<file path="config.mk">
export PLATFORM = sky130hd
export DESIGN_NAME = http_request_framer_unit_flat
export DESIGN_NICKNAME = d
export VERILOG_FILES = /design/src/hrf_pkg.sv /design/src/hrf_ifs.sv /design/src/hrf_front.sv /design/src/hrf_queue.sv /design/src/hrf_back.sv /design/src/http_request_framer_unit.sv /design/src/flat_wrapper.sv
export SDC_FILE = /design/constraint.sdc
export NUM_CORES = 1
export LEC_CHECK = 0
export BUFFER_PORTS_ARGS = -buffer_cell sky130_fd_sc_hd__buf_4
export CAP_MARGIN = 20
export CORE_MARGIN = 2
export CORE_UTILIZATION = 30
export CTS_BUF_LIST = sky130_fd_sc_hd__clkbuf_8
export CTS_CLUSTER_DIAMETER = 100
export DETAILED_ROUTE_END_ITERATION = 8
export HOLD_SLACK_MARGIN = 0.03
export PLACE_DENSITY = 0.5
export RECOVER_POWER = 50
export SKIP_LAST_GASP = 1
export SLEW_MARGIN = 20
export SYNTH_ARGS = -nofsm -noshare
export SYNTH_HDL_FRONTEND = slang
export SYNTH_SLANG_ARGS = --single-unit
</file>
<file path="constraint.sdc">
create_clock -name i_clk -period 7.4 [get_ports i_clk]
set_clock_uncertainty 0.2 [all_clocks]
set_input_delay 1.48 -clock i_clk [delete_from_list [all_inputs] [get_ports i_clk]]
set_output_delay 1.48 -clock i_clk [all_outputs]
set_load 0.05 [all_outputs]
</file>
<file path="src/hrf_pkg.sv">
package hrf_pkg;

    localparam int CFG_W       = 24;
    localparam int QUEUE_DEPTH = 2;

    localparam logic [1:0] ST_OK        = 2'd0;
    localparam logic [1:0] ST_NO_LENGTH = 2'd1;
    localparam logic [1:0] ST_TOO_LONG  = 2'd2;
    localparam logic [1:0] ST_BAD_METHOD = 2'd3;

    localparam logic [7:0] CH_CR    = 8'h0D;
    localparam logic [7:0] CH_LF    = 8'h0A;
    localparam logic [7:0] CH_SPACE = 8'h20;
    localparam logic [7:0] CH_ZERO  = 8'h30;
    localparam logic [7:0] CH_NINE  = 8'h39;
    localparam logic [7:0] CH_G     = 8'h47;
    localparam logic [7:0] CH_P     = 8'h50;
    localparam logic [7:0] CH_C     = 8'h43;

    // classified byte handed from the front end to the parser
    typedef struct packed {
        logic       restart;
        logic [7:0] data;
        logic       is_digit;
        logic [3:0] digit;
        logic       is_cr;
        logic       is_lf;
        logic       is_space;
    } t_item;

    function automatic logic [7:0] get_char(input logic [1:0] idx);
        logic [7:0] c;
        case (idx)
            2'd0:    c = 8'h47; // G
            2'd1:    c = 8'h45; // E
            2'd2:    c = 8'h54; // T
            default: c = 8'h00;
        endcase
        return c;
    endfunction

    function automatic logic [7:0] post_char(input logic [1:0] idx);
        logic [7:0] c;
        case (idx)
            2'd0:    c = 8'h50; // P
            2'd1:    c = 8'h4F; // O
            2'd2:    c = 8'h53; // S
            2'd3:    c = 8'h54; // T
            default: c = 8'h00;
        endcase
        return c;
    endfunction

    // "Content-Length: "
    function automatic logic [7:0] name_char(input logic [3:0] idx);
        logic [7:0] c;
        case (idx)
            4'd0:    c = 8'h43;
            4'd1:    c = 8'h6F;
            4'd2:    c = 8'h6E;
            4'd3:    c = 8'h74;
            4'd4:    c = 8'h65;
            4'd5:    c = 8'h6E;
            4'd6:    c = 8'h74;
            4'd7:    c = 8'h2D;
            4'd8:    c = 8'h4C;
            4'd9:    c = 8'h65;
            4'd10:   c = 8'h6E;
            4'd11:   c = 8'h67;
            4'd12:   c = 8'h74;
            4'd13:   c = 8'h68;
            4'd14:   c = 8'h3A;
            4'd15:   c = 8'h20;
            default: c = 8'h00;
        endcase
        return c;
    endfunction

endpackage

</file>
<file path="src/hrf_ifs.sv">
interface hrf_in_if;
    logic       valid;
    logic       ready;
    logic [7:0] data_byte;
    logic       restart;

    modport source (output valid, output data_byte, output restart, input ready);
    modport sink   (input valid, input data_byte, input restart, output ready);
endinterface

interface hrf_out_if;
    logic       valid;
    logic       ready;
    logic [7:0] byte_out;
    logic       byte_valid;
    logic       message_start;
    logic       message_end;
    logic       in_body;
    logic [1:0] status;

    modport source (output valid, output byte_out, output byte_valid, output message_start,
                    output message_end, output in_body, output status, input ready);
    modport sink   (input valid, input byte_out, input byte_valid, input message_start,
                    input message_end, input in_body, input status, output ready);
endinterface

interface hrf_cfg_if;
    logic        valid;
    logic        ready;
    logic [23:0] data;

    modport source (output valid, output data, input ready);
    modport sink   (input valid, input data, output ready);
endinterface

</file>
<file path="src/hrf_front.sv">
module hrf_front
    import hrf_pkg::*;
(
    input  logic       i_clk,
    input  logic       i_rst_n,
    hrf_in_if.sink     i_in,
    output logic       o_item_valid,
    input  logic       i_item_ready,
    output t_item      o_item
);

    logic  r_valid;
    t_item r_item;
    t_item n_item;
    logic  take;

    assign i_in.ready = !r_valid || i_item_ready;
    assign take       = i_in.valid && i_in.ready;

    always_comb begin
        n_item.restart  = i_in.restart;
        n_item.data     = i_in.data_byte;
        n_item.is_digit = (i_in.data_byte >= CH_ZERO) && (i_in.data_byte <= CH_NINE);
        n_item.digit    = i_in.data_byte[3:0];
        n_item.is_cr    = i_in.data_byte == CH_CR;
        n_item.is_lf    = i_in.data_byte == CH_LF;
        n_item.is_space = i_in.data_byte == CH_SPACE;
    end

    always_ff @(posedge i_clk) begin
        if (!i_rst_n) begin
            r_valid <= 1'b0;
        end else if (take) begin
            r_valid <= 1'b1;
        end else if (i_item_ready) begin
            r_valid <= 1'b0;
        end
    end

    always_ff @(posedge i_clk) begin
        if (take) begin
            r_item <= n_item;
        end
    end

    assign o_item_valid = r_valid;
    assign o_item       = r_item;

endmodule

</file>
<file path="src/hrf_queue.sv">
module hrf_queue
    import hrf_pkg::*;
(
    input  logic  i_clk,
    input  logic  i_rst_n,
    input  logic  i_push_valid,
    output logic  o_push_ready,
    input  t_item i_push_item,
    output logic  o_pop_valid,
    input  logic  i_pop_ready,
    output t_item o_pop_item
);

    localparam int PW = (QUEUE_DEPTH > 1) ? $clog2(QUEUE_DEPTH) : 1;
    localparam int CW = $clog2(QUEUE_DEPTH + 1);
    localparam logic [PW-1:0] LAST = PW'(QUEUE_DEPTH - 1);

    t_item         r_mem [QUEUE_DEPTH];
    logic [PW-1:0] r_wr_ptr;
    logic [PW-1:0] r_rd_ptr;
    logic [CW-1:0] r_count;
    logic          push;
    logic          pop;

    assign o_push_ready = r_count != CW'(QUEUE_DEPTH);
    assign o_pop_valid  = r_count != '0;
    assign push         = i_push_valid && o_push_ready;
    assign pop          = o_pop_valid && i_pop_ready;
    assign o_pop_item   = r_mem[r_rd_ptr];

    always_ff @(posedge i_clk) begin
        if (!i_rst_n) begin
            r_wr_ptr <= '0;
            r_rd_ptr <= '0;
            r_count  <= '0;
        end else begin
            if (push) begin
                r_wr_ptr <= (r_wr_ptr == LAST) ? '0 : r_wr_ptr + PW'(1);
            end
            if (pop) begin
                r_rd_ptr <= (r_rd_ptr == LAST) ? '0 : r_rd_ptr + PW'(1);
            end
            if (push && !pop) begin
                r_count <= r_count + CW'(1);
            end else if (pop && !push) begin
                r_count <= r_count - CW'(1);
            end
        end
    end

    always_ff @(posedge i_clk) begin
        if (push) begin
            r_mem[r_wr_ptr] <= i_push_item;
        end
    end

endmodule

</file>
<file path="src/hrf_back.sv">
module hrf_back
    import hrf_pkg::*;
#(
    parameter int LEN_BITS = 24
)(
    input  logic       i_clk,
    input  logic       i_rst_n,
    input  logic       i_item_valid,
    output logic       o_item_ready,
    input  t_item      i_item,
    hrf_cfg_if.sink    i_cfg,
    hrf_out_if.source  o_res
);

    localparam logic [2:0] PH_IDLE   = 3'd0;
    localparam logic [2:0] PH_METHOD = 3'd1;
    localparam logic [2:0] PH_HEADER = 3'd2;
    localparam logic [2:0] PH_BODY   = 3'd3;

    localparam logic [4:0] HN_NAME_LAST = 5'd15;
    localparam logic [4:0] HN_SKIP      = 5'd16;
    localparam logic [4:0] HN_DIGITS    = 5'd17;
    localparam logic [4:0] HN_DONE      = 5'd18;

    localparam int LW = (LEN_BITS > CFG_W) ? LEN_BITS : CFG_W;
    localparam int AW = LEN_BITS + 4;
    localparam logic [LW-1:0] CAP = LW'((64'd1 << LEN_BITS) - 64'd1);
    localparam logic [LW-1:0] CFG_RESET = LW'(24'hFFFFFF);
    localparam logic [LEN_BITS-1:0] LIMIT_RESET =
        (CFG_RESET < CAP) ? CFG_RESET[LEN_BITS-1:0] : CAP[LEN_BITS-1:0];

    logic [LEN_BITS-1:0] r_limit;
    logic [LW-1:0]       cfg_ext;

    logic [2:0]          r_phase,   n_phase;
    logic [2:0]          r_mm,      n_mm;
    logic                r_is_post, n_is_post;
    logic [2:0]          r_blm,     n_blm;
    logic [4:0]          r_hnm,     n_hnm;
    logic                r_len_seen, n_len_seen;
    logic [LEN_BITS-1:0] r_acc,     n_acc;
    logic [LEN_BITS-1:0] r_br,      n_br;

    logic                r_out_valid;
    logic [7:0]          r_byte,   n_byte;
    logic                r_bvalid, n_bvalid;
    logic                r_start,  n_start;
    logic                r_end,    n_end;
    logic                r_body,   n_body;
    logic [1:0]          r_status, n_status;

    logic                pop;
    logic                fail;
    logic [1:0]          fail_code;
    logic [AW-1:0]       acc_next;
    logic [7:0]          want;

    assign i_cfg.ready  = 1'b1;
    assign cfg_ext      = LW'(i_cfg.data);
    assign o_item_ready = !r_out_valid || o_res.ready;
    assign pop          = i_item_valid && o_item_ready;

    always_ff @(posedge i_clk) begin
        if (!i_rst_n) begin
            r_limit <= LIMIT_RESET;
        end else if (i_cfg.valid) begin
            r_limit <= (cfg_ext < CAP) ? cfg_ext[LEN_BITS-1:0] : CAP[LEN_BITS-1:0];
        end
    end

    // acc * 10 + digit, wide enough that it never wraps
    assign acc_next = AW'({r_acc, 3'b000}) + AW'({r_acc, 1'b0}) + AW'(i_item.digit);
    assign want     = r_is_post ? post_char(r_mm[1:0]) : get_char(r_mm[1:0]);

    always_comb begin
        n_phase    = r_phase;
        n_mm       = r_mm;
        n_is_post  = r_is_post;
        n_blm      = r_blm;
        n_hnm      = r_hnm;
        n_len_seen = r_len_seen;
        n_acc      = r_acc;
        n_br       = r_br;
        n_byte     = i_item.data;
        n_bvalid   = 1'b1;
        n_start    = 1'b0;
        n_end      = 1'b0;
        n_body     = 1'b0;
        n_status   = ST_OK;
        fail       = 1'b0;
        fail_code  = ST_OK;

        if (i_item.restart) begin
            n_phase    = PH_IDLE;
            n_mm       = '0;
            n_is_post  = 1'b0;
            n_blm      = '0;
            n_hnm      = '0;
            n_len_seen = 1'b0;
            n_acc      = '0;
            n_br       = '0;
            n_bvalid   = 1'b0;
        end else if (r_phase[2]) begin
            // sticky error: drop and repeat the code
            n_bvalid = 1'b0;
            n_status = r_phase[1:0];
        end else begin
            case (r_phase)
                PH_IDLE: begin
                    n_blm      = '0;
                    n_hnm      = '0;
                    n_len_seen = 1'b0;
                    n_acc      = '0;
                    n_br       = '0;
                    n_mm       = 3'd1;
                    n_phase    = PH_METHOD;
                    n_start    = 1'b1;
                    if (i_item.data == CH_G) begin
                        n_is_post = 1'b0;
                    end else if (i_item.data == CH_P) begin
                        n_is_post = 1'b1;
                    end else begin
                        fail      = 1'b1;
                        fail_code = ST_BAD_METHOD;
                    end
                end
                PH_METHOD: begin
                    if (i_item.data != want) begin
                        fail      = 1'b1;
                        fail_code = ST_BAD_METHOD;
                    end else begin
                        n_mm = r_mm + 3'd1;
                        if (n_mm == (r_is_post ? 3'd4 : 3'd3)) begin
                            n_phase = PH_HEADER;
                        end
                    end
                end
                PH_HEADER: begin
                    if (r_is_post) begin
                        if (!r_len_seen) begin
                            if (r_hnm <= HN_NAME_LAST &&
                                i_item.data == name_char(r_hnm[3:0])) begin
                                n_hnm = r_hnm + 5'd1;
                                if (r_hnm == HN_NAME_LAST) begin
                                    n_len_seen = 1'b1;
                                end
                            end else begin
                                n_hnm = (i_item.data == CH_C) ? 5'd1 : 5'd0;
                            end
                        end else if (r_hnm == HN_SKIP || r_hnm == HN_DIGITS) begin
                            if (i_item.is_digit) begin
                                n_acc = acc_next[LEN_BITS-1:0];
                                n_hnm = HN_DIGITS;
                                if (acc_next > AW'(r_limit)) begin
                                    fail      = 1'b1;
                                    fail_code = ST_TOO_LONG;
                                end
                            end else if (!(i_item.is_space && r_hnm == HN_SKIP)) begin
                                n_hnm = HN_DONE;
                            end
                        end
                    end
                    if (i_item.is_cr) begin
                        n_blm = (r_blm == 3'd2) ? 3'd3 : 3'd1;
                    end else if (i_item.is_lf && (r_blm == 3'd1 || r_blm == 3'd3)) begin
                        n_blm = r_blm + 3'd1;
                    end else begin
                        n_blm = '0;
                    end
                    if (n_blm == 3'd4 && !fail) begin
                        if (!r_is_post) begin
                            n_end = 1'b1;
                        end else if (!r_len_seen) begin
                            fail      = 1'b1;
                            fail_code = ST_NO_LENGTH;
                        end else if (r_acc == '0) begin
                            n_end = 1'b1;
                        end else begin
                            n_br    = r_acc;
                            n_phase = PH_BODY;
                        end
                    end
                end
                PH_BODY: begin
                    n_body = 1'b1;
                    n_br   = r_br - LEN_BITS'(1);
                    if (r_br == LEN_BITS'(1)) begin
                        n_end = 1'b1;
                    end
                end
                default: begin
                    n_bvalid = 1'b0;
                end
            endcase

            if (n_end) begin
                n_phase = PH_IDLE;
            end
            if (fail) begin
                n_phase  = {1'b1, fail_code};
                n_start  = 1'b0;
                n_end    = 1'b0;
                n_body   = 1'b0;
                n_bvalid = 1'b0;
                n_status = fail_code;
            end
        end

        if (!n_bvalid) begin
            n_byte = 8'h00;
        end
    end

    always_ff @(posedge i_clk) begin
        if (!i_rst_n) begin
            r_phase     <= PH_IDLE;
            r_mm        <= '0;
            r_is_post   <= 1'b0;
            r_blm       <= '0;
            r_hnm       <= '0;
            r_len_seen  <= 1'b0;
            r_acc       <= '0;
            r_br        <= '0;
            r_out_valid <= 1'b0;
        end else begin
            if (pop) begin
                r_phase    <= n_phase;
                r_mm       <= n_mm;
                r_is_post  <= n_is_post;
                r_blm      <= n_blm;
                r_hnm      <= n_hnm;
                r_len_seen <= n_len_seen;
                r_acc      <= n_acc;
                r_br       <= n_br;
            end
            if (pop) begin
                r_out_valid <= 1'b1;
            end else if (o_res.ready) begin
                r_out_valid <= 1'b0;
            end
        end
    end

    always_ff @(posedge i_clk) begin
        if (pop) begin
            r_byte   <= n_byte;
            r_bvalid <= n_bvalid;
            r_start  <= n_start;
            r_end    <= n_end;
            r_body   <= n_body;
            r_status <= n_status;
        end
    end

    assign o_res.valid         = r_out_valid;
    assign o_res.byte_out      = r_byte;
    assign o_res.byte_valid    = r_bvalid;
    assign o_res.message_start = r_start;
    assign o_res.message_end   = r_end;
    assign o_res.in_body       = r_body;
    assign o_res.status        = r_status;

    a_err_drops: assert property (@(posedge i_clk) disable iff (!i_rst_n)
        (r_out_valid && r_status != ST_OK) |-> (!r_bvalid && !r_start && !r_end && !r_body))
        else $error("error result passes a byte");

    a_body_count: assert property (@(posedge i_clk) disable iff (!i_rst_n)
        (r_phase == PH_BODY) |-> (r_br != '0))
        else $error("body phase with no bytes left");

    a_restart_idle: assert property (@(posedge i_clk) disable iff (!i_rst_n)
        (pop && i_item.restart) |=> (r_phase == PH_IDLE && r_out_valid && !r_bvalid))
        else $error("restart did not return the parser to idle");

    a_acc_limit: assert property (@(posedge i_clk) disable iff (!i_rst_n)
        (r_phase == PH_HEADER && r_len_seen) |-> (r_acc <= r_limit))
        else $error("accepted length above limit");

endmodule

</file>
<file path="src/http_request_framer_unit.sv">
// HTTP request framer: frames request messages in one connection's byte stream at one byte
// per cycle sustained while the output is not stalled, one result per input byte, in order.
// A byte crosses a classify register, a two-entry queue and the output register, in that
// order; the queue lets the input side keep transferring while the output side is briefly
// held. The rate is set by the parser's combinational length step (multiply by ten, add
// the digit, compare with the limit).
// GET ends at the blank line, POST ends Content-Length body bytes after it; errors
// (status 1..3) drop every byte until a restart item. max_content_length may be written
// only while no bytes are in flight; its port is always ready. LEN_BITS sizes the length
// counters and caps the limit at 2^LEN_BITS-1.
module http_request_framer_unit
    import hrf_pkg::*;
#(
    parameter int LEN_BITS = 24
)(
    input  logic      i_clk,
    input  logic      i_rst_n,
    hrf_in_if.sink    i_in,
    hrf_cfg_if.sink   i_cfg,
    hrf_out_if.source o_out
);

    logic  front_valid;
    logic  front_ready;
    t_item front_item;
    logic  q_valid;
    logic  q_ready;
    t_item q_item;

    hrf_front u_front (
        .i_clk        (i_clk),
        .i_rst_n      (i_rst_n),
        .i_in         (i_in),
        .o_item_valid (front_valid),
        .i_item_ready (front_ready),
        .o_item       (front_item)
    );

    hrf_queue u_queue (
        .i_clk        (i_clk),
        .i_rst_n      (i_rst_n),
        .i_push_valid (front_valid),
        .o_push_ready (front_ready),
        .i_push_item  (front_item),
        .o_pop_valid  (q_valid),
        .i_pop_ready  (q_ready),
        .o_pop_item   (q_item)
    );

    hrf_back #(
        .LEN_BITS (LEN_BITS)
    ) u_back (
        .i_clk        (i_clk),
        .i_rst_n      (i_rst_n),
        .i_item_valid (q_valid),
        .o_item_ready (q_ready),
        .i_item       (q_item),
        .i_cfg        (i_cfg),
        .o_res        (o_out)
    );

endmodule

</file>
<file path="src/flat_wrapper.sv">
// flat-port wrapper written by rule: the top's interface ports become plain ports
module http_request_framer_unit_flat import hrf_pkg::*;
#(
    parameter int LEN_BITS = 24
)
  (i_clk, i_rst_n, i_in_valid, i_in_data_byte, i_in_restart, i_in_ready, i_cfg_valid, i_cfg_data, i_cfg_ready, o_out_valid, o_out_byte_out, o_out_byte_valid, o_out_message_start, o_out_message_end, o_out_in_body, o_out_status, o_out_ready);
  hrf_in_if i_in_i ();
  hrf_cfg_if i_cfg_i ();
  hrf_out_if o_out_i ();
  input  logic i_clk;
  input  logic i_rst_n;
  input wire logic [$bits(i_in_i.valid)-1:0] i_in_valid;
  input wire logic [$bits(i_in_i.data_byte)-1:0] i_in_data_byte;
  input wire logic [$bits(i_in_i.restart)-1:0] i_in_restart;
  output wire logic [$bits(i_in_i.ready)-1:0] i_in_ready;
  input wire logic [$bits(i_cfg_i.valid)-1:0] i_cfg_valid;
  input wire logic [$bits(i_cfg_i.data)-1:0] i_cfg_data;
  output wire logic [$bits(i_cfg_i.ready)-1:0] i_cfg_ready;
  output wire logic [$bits(o_out_i.valid)-1:0] o_out_valid;
  output wire logic [$bits(o_out_i.byte_out)-1:0] o_out_byte_out;
  output wire logic [$bits(o_out_i.byte_valid)-1:0] o_out_byte_valid;
  output wire logic [$bits(o_out_i.message_start)-1:0] o_out_message_start;
  output wire logic [$bits(o_out_i.message_end)-1:0] o_out_message_end;
  output wire logic [$bits(o_out_i.in_body)-1:0] o_out_in_body;
  output wire logic [$bits(o_out_i.status)-1:0] o_out_status;
  input wire logic [$bits(o_out_i.ready)-1:0] o_out_ready;
  assign i_in_i.valid = i_in_valid;
  assign i_in_i.data_byte = i_in_data_byte;
  assign i_in_i.restart = i_in_restart;
  assign i_in_ready = i_in_i.ready;
  assign i_cfg_i.valid = i_cfg_valid;
  assign i_cfg_i.data = i_cfg_data;
  assign i_cfg_ready = i_cfg_i.ready;
  assign o_out_valid = o_out_i.valid;
  assign o_out_byte_out = o_out_i.byte_out;
  assign o_out_byte_valid = o_out_i.byte_valid;
  assign o_out_message_start = o_out_i.message_start;
  assign o_out_message_end = o_out_i.message_end;
  assign o_out_in_body = o_out_i.in_body;
  assign o_out_status = o_out_i.status;
  assign o_out_i.ready = o_out_ready;
  http_request_framer_unit #(.LEN_BITS(LEN_BITS)) u_core (.i_clk(i_clk), .i_rst_n(i_rst_n), .i_in(i_in_i), .i_cfg(i_cfg_i), .o_out(o_out_i));
endmodule
</file>
==> results of run 1 <==
-- routing by layer --
metal / up-vias / share of wire, % / global-route usage [%]
li1: 3988 / - / -
met1: 3712 / 51 / 23.0
met2: 150 / 44 / 24.2
met3: 19 / 3.6 / 2.14
met4: 0 / 1.2 / 4.26
met5: - / 0 / 0
-- kinds of logic after synthesis --
kind of cell,count (synthesis),synth area share [%]
other cells,1,0.0390
mux,21,2.44
simple gates,345,17.8
flops,155,37.7
compound gates,285,20.5
xor+xnor,48,4.37
buf+inv,109,4.47
fa+ha+maj,96,12.6
-- worst min path at each step --
stage,endpoint,slack [ns],cells past startpoint
final,u_core.u_queue.r_mem[1][7],0.26,0
after global placement,u_core.u_queue.r_mem[0][8],0.23,0
after CTS,u_core.u_queue.r_mem[1][10],0.25,0
after detailed placement,u_core.u_queue.r_mem[0][14],0.24,0
after floorplan,u_core.u_queue.r_mem[0][0],0.22,0
after global routing,u_core.u_queue.r_mem[1][7],0.27,0
-- sequential cells by signal, indices dropped and copies added (netlist names), 2 cells and up, named ones only --
signal	count
u_core.u_back.r_acc	24
u_core.u_back.o_res.status	2
u_core.u_queue.r_mem	26
u_core.u_back.r_br	24
u_core.u_back.r_mm	3
u_core.u_back.r_blm	3
u_core.u_queue.r_count	2
u_core.u_back.r_hnm	5
u_core.u_back.r_phase	3
u_core.u_back.o_res.byte_out	8
u_core.u_front.o_item	13
u_core.u_back.r_limit	24
-- metrics by stage --
| stage | hold WS (ns) | cells | utilization, % | cell area [µm²] | power (mW) |
|---|---|---|---|---|---|
| final | 0.256 | 1510 | 34.1 | 10800 | 2.98 |
| after global routing | 0.266 | 1510 | 34.1 | 10800 | 3.19 |
| after CTS | 0.253 | 1510 | 34.2 | 10800 | 3.01 |
| after detailed placement | 0.238 | 1478 | 33.0 | 10400 | 2.35 |
| after global placement | 0.231 | 1478 | 33.0 | 10400 | 2.35 |
| after floorplan | 0.221 | 1060 | - | 9630 | 2.02 |
-- power groups by stage --
stage / Sequential (mW) / Clock [mW] / Combinational [mW]
floorplan: 1.22 / 0 / 0.801
global placement: 1.14 / 0 / 1.21
detailed placement: 1.14 / 0 / 1.21
CTS: 1.12 / 0.670 / 1.22
global route: 1.14 / 0.709 / 1.34
finish: 1.12 / 0.649 / 1.21
-- cells in the mapped netlist, types with 28 or more instances --
library cell | number | share of area, %
a21oi_1 | 61 | 3.2
nor2_1 | 57 | 2.2
nand2_1 | 105 | 4.1
nor3_1 | 32 | 1.7
ha_1 | 92 | 12
edfxtp_1 | 53 | 17
clkbuf_1 | 39 | 1.5
dfxtp_1 | 102 | 21
xnor2_1 | 30 | 2.7
inv_1 | 58 | 2.3
o21ai_0 | 41 | 2.1
nand3_1 | 28 | 1.5
-- layout make-up --
class,instances,share of cell area [%]
inverter,62,2.16
multi-input combinational,796,51.7
clock inverter,15,1.43
timing repair buffer,63,4.12
sequential,155,33.8
clock buffer,17,2.17
tap,402,4.67
==> reports/summary.txt, run 1 <==
kind of critical path = register to register
Max stage delay on crit path = 0.53 ns
vias per cell = 5.21
R2R Setup Slk = 0.57 ns
Sw Ratio = 43.0%
Post-Syn Nets = 1192
pwr dens = 277 mW/mm²
FILL cells = 3349
Slowest-stage cell, CP = dfxtp_1
die area = 0.0335 mm²
root buffer cell = clkbuf_8
CTS hold repair buffers = 0
GPL Wtd Cong = 0.877
Clock Tree Buf Depth = 2
pre-CTS WS = 0.585 ns
die span in x = 183 µm
CP startpoint kind = register
Initial DRC Count = 479
post-route ant nets = 0
Fmax = 147 MHz
FP Rows = 65
Max Slew Vio Count = 0
largest net degree at the start of global routing = 81
worst endpoint required time = 7.58 ns
Worst Tran Pin Value = 1.13 ns
Post-synth EDFFs = 53
# Post-CTS Setup Buffers = 0
first-pass GRT wire length = 42100 µm
port bufs = 53
final hold vios = 0
initial antenna violation count = 0
total wire length = 25400 µm
internal power = 1.70 mW
Syn-to-layout area delta = 11.8%
crit path max fanout = 16
cts repair resizes = 0
drt drc = 0
Worst-path clk slew = 0.10 ns
#FFs+latches synth = 155
r2r endpoint = u_core.u_back.r_br[9]
commonest non-fill, non-tap cell in the layout = nand2_1
CP Buf/Inv Count = 3
starting density of the core = 30.5%
FF+latch area = 0.00363 mm²
total core area = 0.0316 mm²
clock network power share = 21.8%
outcome = finished clean
antenna cell count = 0
hold path start = u_core.u_front.o_item[7]
syn_area_per_cell = 9.08 µm²
Clock Sinks = 155
Die Ht = 183 µm
sequential-to-total area share from yosys stat = 37.7%
Post-Syn Instances = 1060
Lkg Pwr = 4.59 nW
unrepaired setup endpoints after global routing = false
Fin Setup TNS = 0 ns
register share of total power = 37.7%
CP Capture Point = u_core.u_back.r_br[9]
CTS Buf Count = 17
final setup fails = 0
Worst Path Arrival = 7.00 ns
Final WS setup = 0.575 ns
crit path capture type = register
Top Ports = 55
Psw = 1.28 mW
CP top delay family = compound AO/OA/AOI/OAI gates
r2r worst-path depth = 27
Netlist cell types = 85
ys async rst share = 0%
worst min-delay path category = register to register
Crit. path cell count = 27
GRT Util Overall = 15.7%
number of global-route vias before repair = 7729
worst skew pair latency = 0.47 ns
Comb pwr share = 40.6%
via count = 7869
DRT Pass-1 Iters = 6
nets = 1227
gr ovfl total = 0
TritonCTS clock tree = built
period utilisation layout = 92.2%
Slew headroom = 24.3%
Final min period = 6.83 ns
VDD IR max = 0.154 mV
fraction of layout cells with a size suffix above 1 = 10.2%
yosys warns = 0
max-cap violations = 0
Synth Cell Area = 0.00963 mm²
Multi-input gate area = 0.00556 mm²
WL/cell = 16.8 µm
most frequent cells in the layout = 105 x nand2_1, 102 x dfxtp_1, 92 x ha_1
DP HPWL = 18900 µm
Top FF cell, synth = dfxtp_1
H-tree depth = 4
No activity file was read; power rests on OpenSTA's default activity.
==> inputs of run 2 (changes only) <==
--- a/config.mk
+++ b/config.mk
@@ -17,2 +17,3 @@
 export RECOVER_POWER = 50
+export SKIP_CTS_REPAIR_TIMING = 1
 export SKIP_LAST_GASP = 1
==> constraint.sdc (replaced) <==
create_clock -name i_clk -period 7.4 [get_ports i_clk]
set_clock_uncertainty 0.2 [all_clocks]
set_input_delay 0.74 -clock i_clk [delete_from_list [all_inputs] [get_ports i_clk]]
set_output_delay 0.74 -clock i_clk [all_outputs]
set_load 0.05 [all_outputs]
==> reports/summary.txt, run 2 (synthesis results as in run 1) <==
Initial DRC Count = 475
max-cap violations = 0
overall power = 2.98 mW
unrepaired setup endpoints after global routing = false
Fin Setup TNS = 0 ns
Psw = 1.28 mW
max reg flops = 26
pre-CTS WS = 0.585 ns
Slew headroom = 24.3%
total core area = 0.0316 mm²
met3 Usage GRT = 2.14%
H-tree depth = 4
die span in x = 183 µm
Worst Tran Pin Value = 1.13 ns
outcome = finished clean
worst skew pair latency = 0.47 ns
GRT Util Overall = 15.7%
antenna cell count = 0
Die Ht = 183 µm
Finished Cell Area = 0.0108 mm²
Max stage delay on crit path = 0.53 ns
commonest non-fill, non-tap cell in the layout = nand2_1
Sw Ratio = 43.0%
period utilisation layout = 92.2%
final hold vios = 0
worst endpoint required time = 7.58 ns
vias per cell = 5.20
drt drc = 0
DP HPWL = 18900 µm
clock network power share = 21.8%
Clock Sinks = 155
root buffer cell = clkbuf_8
Clock Tree Buf Depth = 2
largest register by flop count = u_core.u_queue.r_mem
VDD IR max = 0.154 mV
DRT Pass-1 Iters = 5
pwr dens = 277 mW/mm²
fraction of layout cells with a size suffix above 1 = 10.2%
Fmax = 147 MHz
via count = 7849
Final WS setup = 0.578 ns
Comb pwr share = 40.6%
largest net degree at the start of global routing = 81
worst min-delay path category = register to register
Layout Utilization = 34.1%
GR Layer Usage met2 = 24.2%
FP Rows = 65
CTS Buf Count = 17
gr ovfl total = 0
Worst-path clk slew = 0.10 ns
Slowest-stage cell, CP = dfxtp_1
port bufs = 53
Worst Path Arrival = 7.00 ns
most frequent cells in the layout = 105 x nand2_1, 102 x dfxtp_1, 92 x ha_1
TritonCTS clock tree = built
internal power = 1.70 mW
final hold slack = 0.256 ns
final setup fails = 0
initial antenna violation count = 0
Final min period = 6.82 ns
Lkg Pwr = 4.59 nW
kind of critical path = register to register
R2R Setup Slk = 0.58 ns
WL/cell = 16.8 µm
crit path max fanout = 16
dpl cells = 1478
die area = 0.0335 mm²
layer with the highest usage = met2
crit path capture type = register
Max Slew Vio Count = 0
starting density of the core = 30.5%
Final Non-Filler Cells = 1510
Syn-to-layout area delta = 11.8%
CP startpoint kind = register
first-pass GRT wire length = 42100 µm
total wire length = 25400 µm
number of global-route vias before repair = 7729
nets = 1227
register share of total power = 37.6%
Global Route met1 Usage = 23.0%
Placed Area = 0.0104 mm²
FILL cells = 3349
post-route ant nets = 0
GPL Wtd Cong = 0.877
Top Ports = 55
-- run 2: critical path: cells and delay by family, from the launching register on --
kind	cells	cell delay (ns)
AND/OR/NAND/NOR	6	0.90
flip-flops	1	0.53
adder cells (fa/ha/maj)	3	0.98
buffers and inverters	3	0.55
multiplexers	1	0.42
XOR/XNOR	1	0.16
AO/OA/AOI/OAI	13	2.98
-- run 2: worst paths after layout --
| check | start | to | cells past startpoint |
|---|---|---|---|
| max | register | u_core.u_back.r_br[9] | 27 |
| min | u_core.u_front.o_item[7] | u_core.u_queue.r_mem[1][7] | 0 |
| max reg2reg | register | u_core.u_back.r_br[9] | 27 |
| min reg2reg | u_core.u_front.o_item[7] | u_core.u_queue.r_mem[1][7] | 0 |
-- run 2: power by group through the flow --
stage          combinational, mW  clock, mW  sequential [mW]
2_1_floorplan              0.801          0             1.22
3_3_place_gp                1.21          0             1.14
3_5_place_dp                1.21          0             1.14
4_1_cts                     1.22      0.670             1.12
5_1_grt                     1.34      0.709             1.14
6_report                    1.21      0.649             1.12
-- run 2: per-layer routing --
layer | part of all wire, % | wire length [µm] | vias to the layer above
met5 | 0 | 0 | -
met4 | 1.2 | 311 | 0
met3 | 3.4 | 854 | 19
met2 | 44 | 11300 | 136
met1 | 51 | 13000 | 3708
li1 | - | - | 3986
-- run 2: final cells by class --
cell class | instances | area (µm²) | share of cell area (%)
repair buffers | 63 | 443 | 4.12
multi-input cells | 796 | 5560 | 51.7
well taps | 402 | 503 | 4.67
clock inverters | 15 | 154 | 1.43
clock buffers | 17 | 234 | 2.17
flip-flops and latches | 155 | 3630 | 33.8
inverters | 62 | 233 | 2.16
==> inputs of run 3 (changes only) <==
HOLD_SLACK_MARGIN = not set   (was 0.03)
RECOVER_POWER = 25   (was 50)
TNS_END_PERCENT = 5   (was not set)
==> reports/summary.txt, run 3 (synthesis results as in run 1) <==
commonest non-fill, non-tap cell in the layout = nand2_1
Final WS setup = 0.575 ns
initial antenna violation count = 0
Max Slew Vio Count = 0
port bufs = 53
Finished Cell Area = 0.0108 mm²
unrepaired setup endpoints after global routing = false
period utilisation layout = 92.2%
CTS Buf Count = 17
Lkg Pwr = 4.60 nW
outcome = finished clean
Worst-path clk slew = 0.10 ns
Slew headroom = 29.8%
total core area = 0.0316 mm²
nets = 1227
total wire length = 25400 µm
Syn-to-layout area delta = 11.9%
overall power = 2.98 mW
GRT Util Overall = 15.7%
worst endpoint required time = 7.58 ns
H-tree depth = 4
vias per cell = 5.20
number of global-route vias before repair = 7729
starting density of the core = 30.5%
max-cap violations = 0
via count = 7851
max reg flops = 26
fraction of layout cells with a size suffix above 1 = 10.5%
Fmax = 147 MHz
WL/cell = 16.8 µm
crit path max fanout = 16
met3 Usage GRT = 2.14%
Die Ht = 183 µm
first-pass GRT wire length = 42100 µm
die area = 0.0335 mm²
antenna cell count = 0
Final min period = 6.83 ns
layer with the highest usage = met2
worst min-delay path category = register to register
largest register by flop count = u_core.u_queue.r_mem
VDD IR max = 0.154 mV
gr ovfl total = 0
kind of critical path = register to register
Initial DRC Count = 480
worst skew pair latency = 0.47 ns
pwr dens = 277 mW/mm²
final setup fails = 0
post-route ant nets = 0
GR Layer Usage met2 = 24.2%
Worst Path Arrival = 7.00 ns
final hold vios = 0
Clock Sinks = 155
CP startpoint kind = register
root buffer cell = clkbuf_8
Fin Setup TNS = 0 ns
FP Rows = 65
Top Ports = 55
die span in x = 183 µm
DRT Pass-1 Iters = 5
pre-CTS WS = 0.585 ns
DP HPWL = 18900 µm
Worst Tran Pin Value = 1.04 ns
Clock Tree Buf Depth = 2
drt drc = 0
GPL Wtd Cong = 0.877
Placed Area = 0.0104 mm²
crit path capture type = register
most frequent cells in the layout = 105 x nand2_1, 102 x dfxtp_1, 92 x ha_1
Global Route met1 Usage = 23.0%
TritonCTS clock tree = built
largest net degree at the start of global routing = 81
run 3: layout make-up:
class	count	area [µm²]
Fill cell	3346	20800
Multi-Input combinational cell	796	5560
Sequential cell	155	3630
Tap cell	402	503
Timing Repair Buffer	63	447
Clock buffer	17	234
Inverter	62	233
Clock inverter	15	154
run 3: path summary, 6_finish.rpt:
| kind | start | endpoint | slack, ns | cells past startpoint |
|---|---|---|---|---|
| hold reg to reg | u_core.u_front.o_item[7] | u_core.u_queue.r_mem[1][7] | 0.26 | 0 |
| setup / recovery | register | u_core.u_back.r_br[9] | 0.57 | 27 |
| setup reg to reg | register | u_core.u_back.r_br[9] | 0.57 | 27 |
| hold / removal | u_core.u_front.o_item[7] | u_core.u_queue.r_mem[1][7] | 0.26 | 0 |
run 3: power by group:
part           internal (mW)  switching, mW
clock network          0.278          0.370
registers               1.02          0.106
logic                  0.404          0.808
run 3: per-stage QoR:
stage,util (%),hold WS [ns],cells
4_1_cts,34.2,0.203,1510
6_report,34.1,0.256,1510
3_5_place_dp,33.0,0.238,1478
5_1_grt,34.1,0.220,1510
2_1_floorplan,-,0.221,1060
3_3_place_gp,33.0,0.231,1478
run 3: worst max-delay path, stage by stage, from the launching register on:
cell and delay [ns]:
dfxtp_1 0.53, mux2_2 0.42, inv_1 0.18, fa_1 0.44, inv_1 0.11, ha_1 0.26
a211oi_2 0.25, nor3_1 0.10, or3_1 0.40, nor2_1 0.14, o21ai_1 0.15, a21oi_1 0.18
nor2_1 0.05, nor2_1 0.11, xnor2_1 0.16, ha_1 0.28, a21o_1 0.16, a21o_1 0.16
a21o_1 0.18, a221oi_1 0.23, a31oi_1 0.16, a311o_1 0.39, o31ai_4 0.42, a31oi_2 0.22
a21oi_4 0.35, buf_4 0.27, nand3b_1 0.09, o211a_1 0.13
run 3: per-layer routing:
layer | share of wire [%] | up-vias
li1 | - | 3986
met1 | 51 | 3706
met2 | 44 | 138
met3 | 3.2 | 21
met4 | 1.2 | 0
met5 | 0 | -
